--- src/rtl/core/clmt_pkg.sv ---
`timescale 1ns / 1ps

package clmt_pkg;

    // Field widths of the stream and configuration ports.
    localparam int IDX_IN_W = 10;
    localparam int LABEL_W  = 10;
    localparam int CFG_W    = 11;
    localparam int ACT_W    = 3;
    localparam int TDATA_W  = 24;

    // Default table size handed to the top level.
    localparam int ENTRIES_DEF = 1024;

    // Largest label; the allocator saturates here.
    localparam logic [LABEL_W-1:0] LABEL_MAX = '1;

    // Request kinds carried on the input tuser bit.
    localparam logic CMD_MERGE = 1'b0;
    localparam logic CMD_READ  = 1'b1;

    // Outcome of a request, carried on the output tuser bits.
    typedef enum logic [ACT_W-1:0] {
        ACT_NEW      = 3'd0,
        ACT_B_JOINED = 3'd1,
        ACT_A_JOINED = 3'd2,
        ACT_RELABEL  = 3'd3,
        ACT_NONE     = 3'd4
    } t_action;

    // Commands from the controller to the datapath.
    typedef struct packed {
        logic load;
        logic red_step;
        logic rd_a;
        logic rd_b;
        logic dec;
        logic wr_a;
        logic wr_b;
        logic scan_step;
        logic clr_step;
        logic out_load;
    } t_dp_cmd;

    // Status from the datapath to the controller.
    typedef struct packed {
        logic    red_last;
        logic    clr_last;
        logic    scan_done;
        logic    out_free;
        t_action act_now;
        t_action act_reg;
    } t_dp_st;

endpackage

--- src/rtl/core/clmt_ctrl.sv ---
`timescale 1ns / 1ps

module clmt_ctrl import clmt_pkg::*; (
    input  logic    i_clk,
    input  logic    i_rst_n,
    input  logic    i_s_valid,
    output logic    o_s_ready,
    input  t_dp_st  i_st,
    output t_dp_cmd o_cmd
);

    typedef enum logic [9:0] {
        S_CLR  = 10'b00_0000_0001,
        S_IDLE = 10'b00_0000_0010,
        S_RED  = 10'b00_0000_0100,
        S_RDA  = 10'b00_0000_1000,
        S_RDB  = 10'b00_0001_0000,
        S_DEC  = 10'b00_0010_0000,
        S_WRA  = 10'b00_0100_0000,
        S_WRB  = 10'b00_1000_0000,
        S_SCAN = 10'b01_0000_0000,
        S_DONE = 10'b10_0000_0000
    } t_state;

    t_state r_state;
    t_state n_state;

    assign o_s_ready = (r_state == S_IDLE);

    // Next state and per-state commands.
    always_comb begin
        n_state = r_state;
        o_cmd   = '0;
        unique case (r_state)
            S_CLR: begin
                o_cmd.clr_step = 1'b1;
                if (i_st.clr_last) begin
                    n_state = S_IDLE;
                end
            end
            S_IDLE: begin
                if (i_s_valid) begin
                    o_cmd.load = 1'b1;
                    n_state    = S_RED;
                end
            end
            S_RED: begin
                o_cmd.red_step = 1'b1;
                if (i_st.red_last) begin
                    n_state = S_RDA;
                end
            end
            S_RDA: begin
                o_cmd.rd_a = 1'b1;
                n_state    = S_RDB;
            end
            S_RDB: begin
                o_cmd.rd_b = 1'b1;
                n_state    = S_DEC;
            end
            S_DEC: begin
                o_cmd.dec = 1'b1;
                unique case (i_st.act_now)
                    ACT_NEW, ACT_A_JOINED: n_state = S_WRA;
                    ACT_B_JOINED:          n_state = S_WRB;
                    ACT_RELABEL:           n_state = S_SCAN;
                    default:               n_state = S_DONE;
                endcase
            end
            S_WRA: begin
                o_cmd.wr_a = 1'b1;
                n_state    = (i_st.act_reg == ACT_NEW) ? S_WRB : S_DONE;
            end
            S_WRB: begin
                o_cmd.wr_b = 1'b1;
                n_state    = S_DONE;
            end
            S_SCAN: begin
                o_cmd.scan_step = 1'b1;
                if (i_st.scan_done) begin
                    n_state = S_DONE;
                end
            end
            S_DONE: begin
                if (i_st.out_free) begin
                    o_cmd.out_load = 1'b1;
                    n_state        = S_IDLE;
                end
            end
            default: begin
                n_state = S_IDLE;
            end
        endcase
    end

    // State register; reset starts the clearing pass.
    always_ff @(posedge i_clk) begin
        if (!i_rst_n) begin
            r_state <= S_CLR;
        end else begin
            r_state <= n_state;
        end
    end

endmodule

--- config.mk ---
export PLATFORM = sky130hd
export DESIGN_NAME = clmt_ctrl
export DESIGN_NICKNAME = d
export VERILOG_FILES = /design/src/rtl/core/clmt_pkg.sv /design/src/rtl/core/clmt_ctrl.sv
export SDC_FILE = /design/constraint.sdc
export NUM_CORES = 1
export LEC_CHECK = 0
export BUFFER_PORTS_ARGS = -buffer_cell sky130_fd_sc_hd__buf_2
export CORE_AREA = 2 2 44 46
export DETAILED_ROUTE_END_ITERATION = 8
export DIE_AREA = 0 0 46 48
export PLACE_DENSITY = 0.79
export SLEW_MARGIN = 20
export SYNTH_ARGS = -nofsm -noshare
export SYNTH_HDL_FRONTEND = slang
export SYNTH_SLANG_ARGS = --single-unit
export TNS_END_PERCENT = 5
--- constraint.sdc ---
create_clock -name i_clk -period 1.9 [get_ports i_clk]
set_input_delay 0.095 -clock i_clk [delete_from_list [all_inputs] [get_ports i_clk]]
set_output_delay 0.095 -clock i_clk [all_outputs]
set_load 0.02 [all_outputs]
==> flow_metrics.env <==
export IMPL_yosys_warnings=0
export IMPL_critPathMaxStageDelay_ps=560
export IMPL_drtIter0Drc=22
export IMPL_grt_pass1_wl_um=3020
export IMPL_max_slew_margin=0.670
export IMPL_place_ws_ps=54.7
export IMPL_synth_top_area_cell="dfxtp_1"
export IMPL_clockBufferDepth=2
export IMPL_worst_slew_pin_transition_ps=490
export IMPL_yosys_top_cells_area="dfxtp_1 27%, nor2_1 5.1%, nor3_1 4.8%"
export IMPL_synth_cell_types=37
export IMPL_peakVddDrop_uv=316
export IMPL_setup_slack_ps=19.7
export IMPL_cpMaxStageDelayCell="or4b_4"
export IMPL_crit_chain="buf_4 -> or4b_4 -> buf_4 -> nor2_1 -> buf_4"
export IMPL_dp_hpwl_um=1460
export IMPL_top_register="r_state"
export IMPL_cap_violations=0
export IMPL_cts_tree="built"
export IMPL_nets=136
export IMPL_r2r_end="r_state[1]"
export IMPL_critPathRequiredTime_ps=1800
export IMPL_ys_async_sr_fraction=0
export IMPL_yosys_register_bits=10
export IMPL_status="complete, no violations"
export IMPL_whs_ps=20.1
export IMPL_grt_pass1_vias=692
export IMPL_cts_buffers=3
export IMPL_drive_gt1_frac=0.459
export IMPL_worst_path_buf_inv=3
export IMPL_ys_seq_area_frac=0.273
export IMPL_top_regs="r_state x10"
export IMPL_wire_per_inst_um=14.9
export IMPL_cp_depth=5
export IMPL_cp_arrival_ps=1790
export IMPL_rsz0062_at_grt="yes"
export IMPL_end_kind="primary output"
export IMPL_syn_num_nets=101
export IMPL_synth_area_um2=733
export IMPL_die_h_um=48
export IMPL_min_path_type="in2reg"
export IMPL_power_density_nw_per_um2=531
export IMPL_period_share=0.990
export IMPL_htreeDepth=1
export IMPL_largest_register_ff_count=10
export IMPL_critical_path_top_delay_family="simple AND/OR/NAND/NOR gates"
export IMPL_rows=15
export IMPL_antenna_found_initial=0
export IMPL_die_area_um2=2210
export IMPL_r2r_cells=6
export IMPL_synth_edf_count=0
export IMPL_port_buffers=23
export IMPL_synth_top_area_frac=0.273
export IMPL_postCtsHoldBufs=0
export IMPL_place_congestion=0.816
export IMPL_avgSynthCellArea_um2=8.33
export IMPL_worstSetupPathType="reg2out"
export IMPL_finClkSkew_ps=6.06
export IMPL_syn_inst=88
export IMPL_routed_wl_um=2070
export IMPL_clock_latency_ps=270
export IMPL_initial_core_util=0.434
export IMPL_synthTopCellsByCount="10 x dfxtp_1, 10 x nor2_1, 7 x nand2_1, 7 x nor3_1, 4 x nor3b_1"
export IMPL_leakagePower_nw=0.467
export IMPL_grt_max_degree=9
export IMPL_dieWidth_um=46
export IMPL_area_delta_synth_final_pct=41.3
export IMPL_startpoint_type="flip-flop"
export IMPL_antenna_left=0
export IMPL_worstSetupEndpoint="o_cmd[5]"
export IMPL_path_clk_slew_ps=70
export IMPL_io_pins=24
export IMPL_cts_sinks=10
export IMPL_drc=0
export IMPL_synth_flop_cell="dfxtp_1"
export IMPL_firstDrtPassIters=4
export IMPL_drv_slew=0
export IMPL_setup_viol=0
export IMPL_core_um2=1690
export IMPL_cp_startpoint="r_state[3]"
export IMPL_period_minus_slack_ps=1880
export IMPL_vias=805
export IMPL_cp_common_cell="buf_4"
export IMPL_hold_viol=0
export IMPL_worst_r2r_setup_slack_ps=30
export IMPL_clockRootBuffer="clkbuf_4"
export IMPL_gr_total_overflow=0
export IMPL_r2r_start="r_state[5]"
export IMPL_vias_per_cell=5.79
export IMPL_clock_fmax_mhz=532
export IMPL_critPathMaxFanout=5
export IMPL_diodes=0
export IMPL_grt_use_total=0.195
-- kinds of logic (layout without fill, tap and decap cells) --
kind of cell / Yosys count / after routing / share of synthesized area
compound gates: 15 / 15 / 0.160
xor+xnor: 1 / 1 / 0.0119
buf+inv: 6 / 40 / 0.0546
flops: 10 / 10 / 0.273
simple gates: 56 / 56 / 0.500
-- layout make-up --
| class | instances | area (um^2) |
|---|---|---|
| Tap cell | 17 | 21.3 |
| Inverter | 2 | 7.51 |
| Clock buffer | 4 | 36.3 |
| Sequential cell | 10 | 203 |
| Timing Repair Buffer | 34 | 205 |
| Fill cell | 132 | 653 |
| Multi-Input combinational cell | 72 | 563 |
-- layer usage --
| metal | up-vias | track usage | routed length, um |
|---|---|---|---|
| li1 | 401 | - | - |
| met1 | 379 | 0.263 | 954 |
| met2 | 23 | 0.303 | 1000 |
| met3 | 2 | 0.0113 | 97 |
| met4 | 0 | 0.120 | 19 |
| met5 | - | 0 | 0 |
-- worst min-delay path by stage --
stage                             to  startpoint  depth (start not counted)  slack, ps
final                     r_state[6]     i_st[3]                          2         20
after global routing      r_state[6]     i_st[3]                          2         30
after CTS                 r_state[6]     i_st[3]                          2          5
after detailed placement  r_state[6]     i_st[3]                          2        300
after global placement    r_state[6]     i_st[3]                          2        290
after floorplan           r_state[6]     i_st[3]                          1        170
-- through the flow --
stage                util  TNS, ps  area, um^2  total power (W)  std cells
detailed placement  0.539        0         910         0.000332        133
CTS                 0.585        0         988         0.000544        139
floorplan               -     -100         738         0.000290         88
global route        0.613     -253        1040         0.000572        139
global placement    0.539        0         910         0.000329        133
finish              0.613        0        1040         0.000550        139
-- where the power goes --
part           internal (W)  total (W)  switching [W]
combinational     0.0000666   0.000131      0.0000642
sequential         0.000216   0.000223     0.00000667
clock              0.000117   0.000197      0.0000802
-- layout by cell type (no fill, tap or decap), types with 2 or more instances in the layout --
cell type,n
nor4b_2,2
nand2_1,6
and3_1,2
and3_2,2
o21a_1,2
nor4_4,3
dfxtp_1,8
nand2b_1,2
nor2b_1,3
and2_1,2
buf_2,20
inv_1,2
dfxtp_2,2
nor3b_1,4
nor3_2,4
buf_4,14
nor2_1,10
nor3_1,3
clkbuf_4,3
or4_4,2
o21ai_0,3
-- what timing repair did --
item / in CTS / in global routing
setup buffers: 2 / 0
pin swaps: 1 / 0
resized for setup: 7 / 10
endpoints found under the setup margin: 4 / 10
Note: power is estimated with default switching activity, not from simulation.
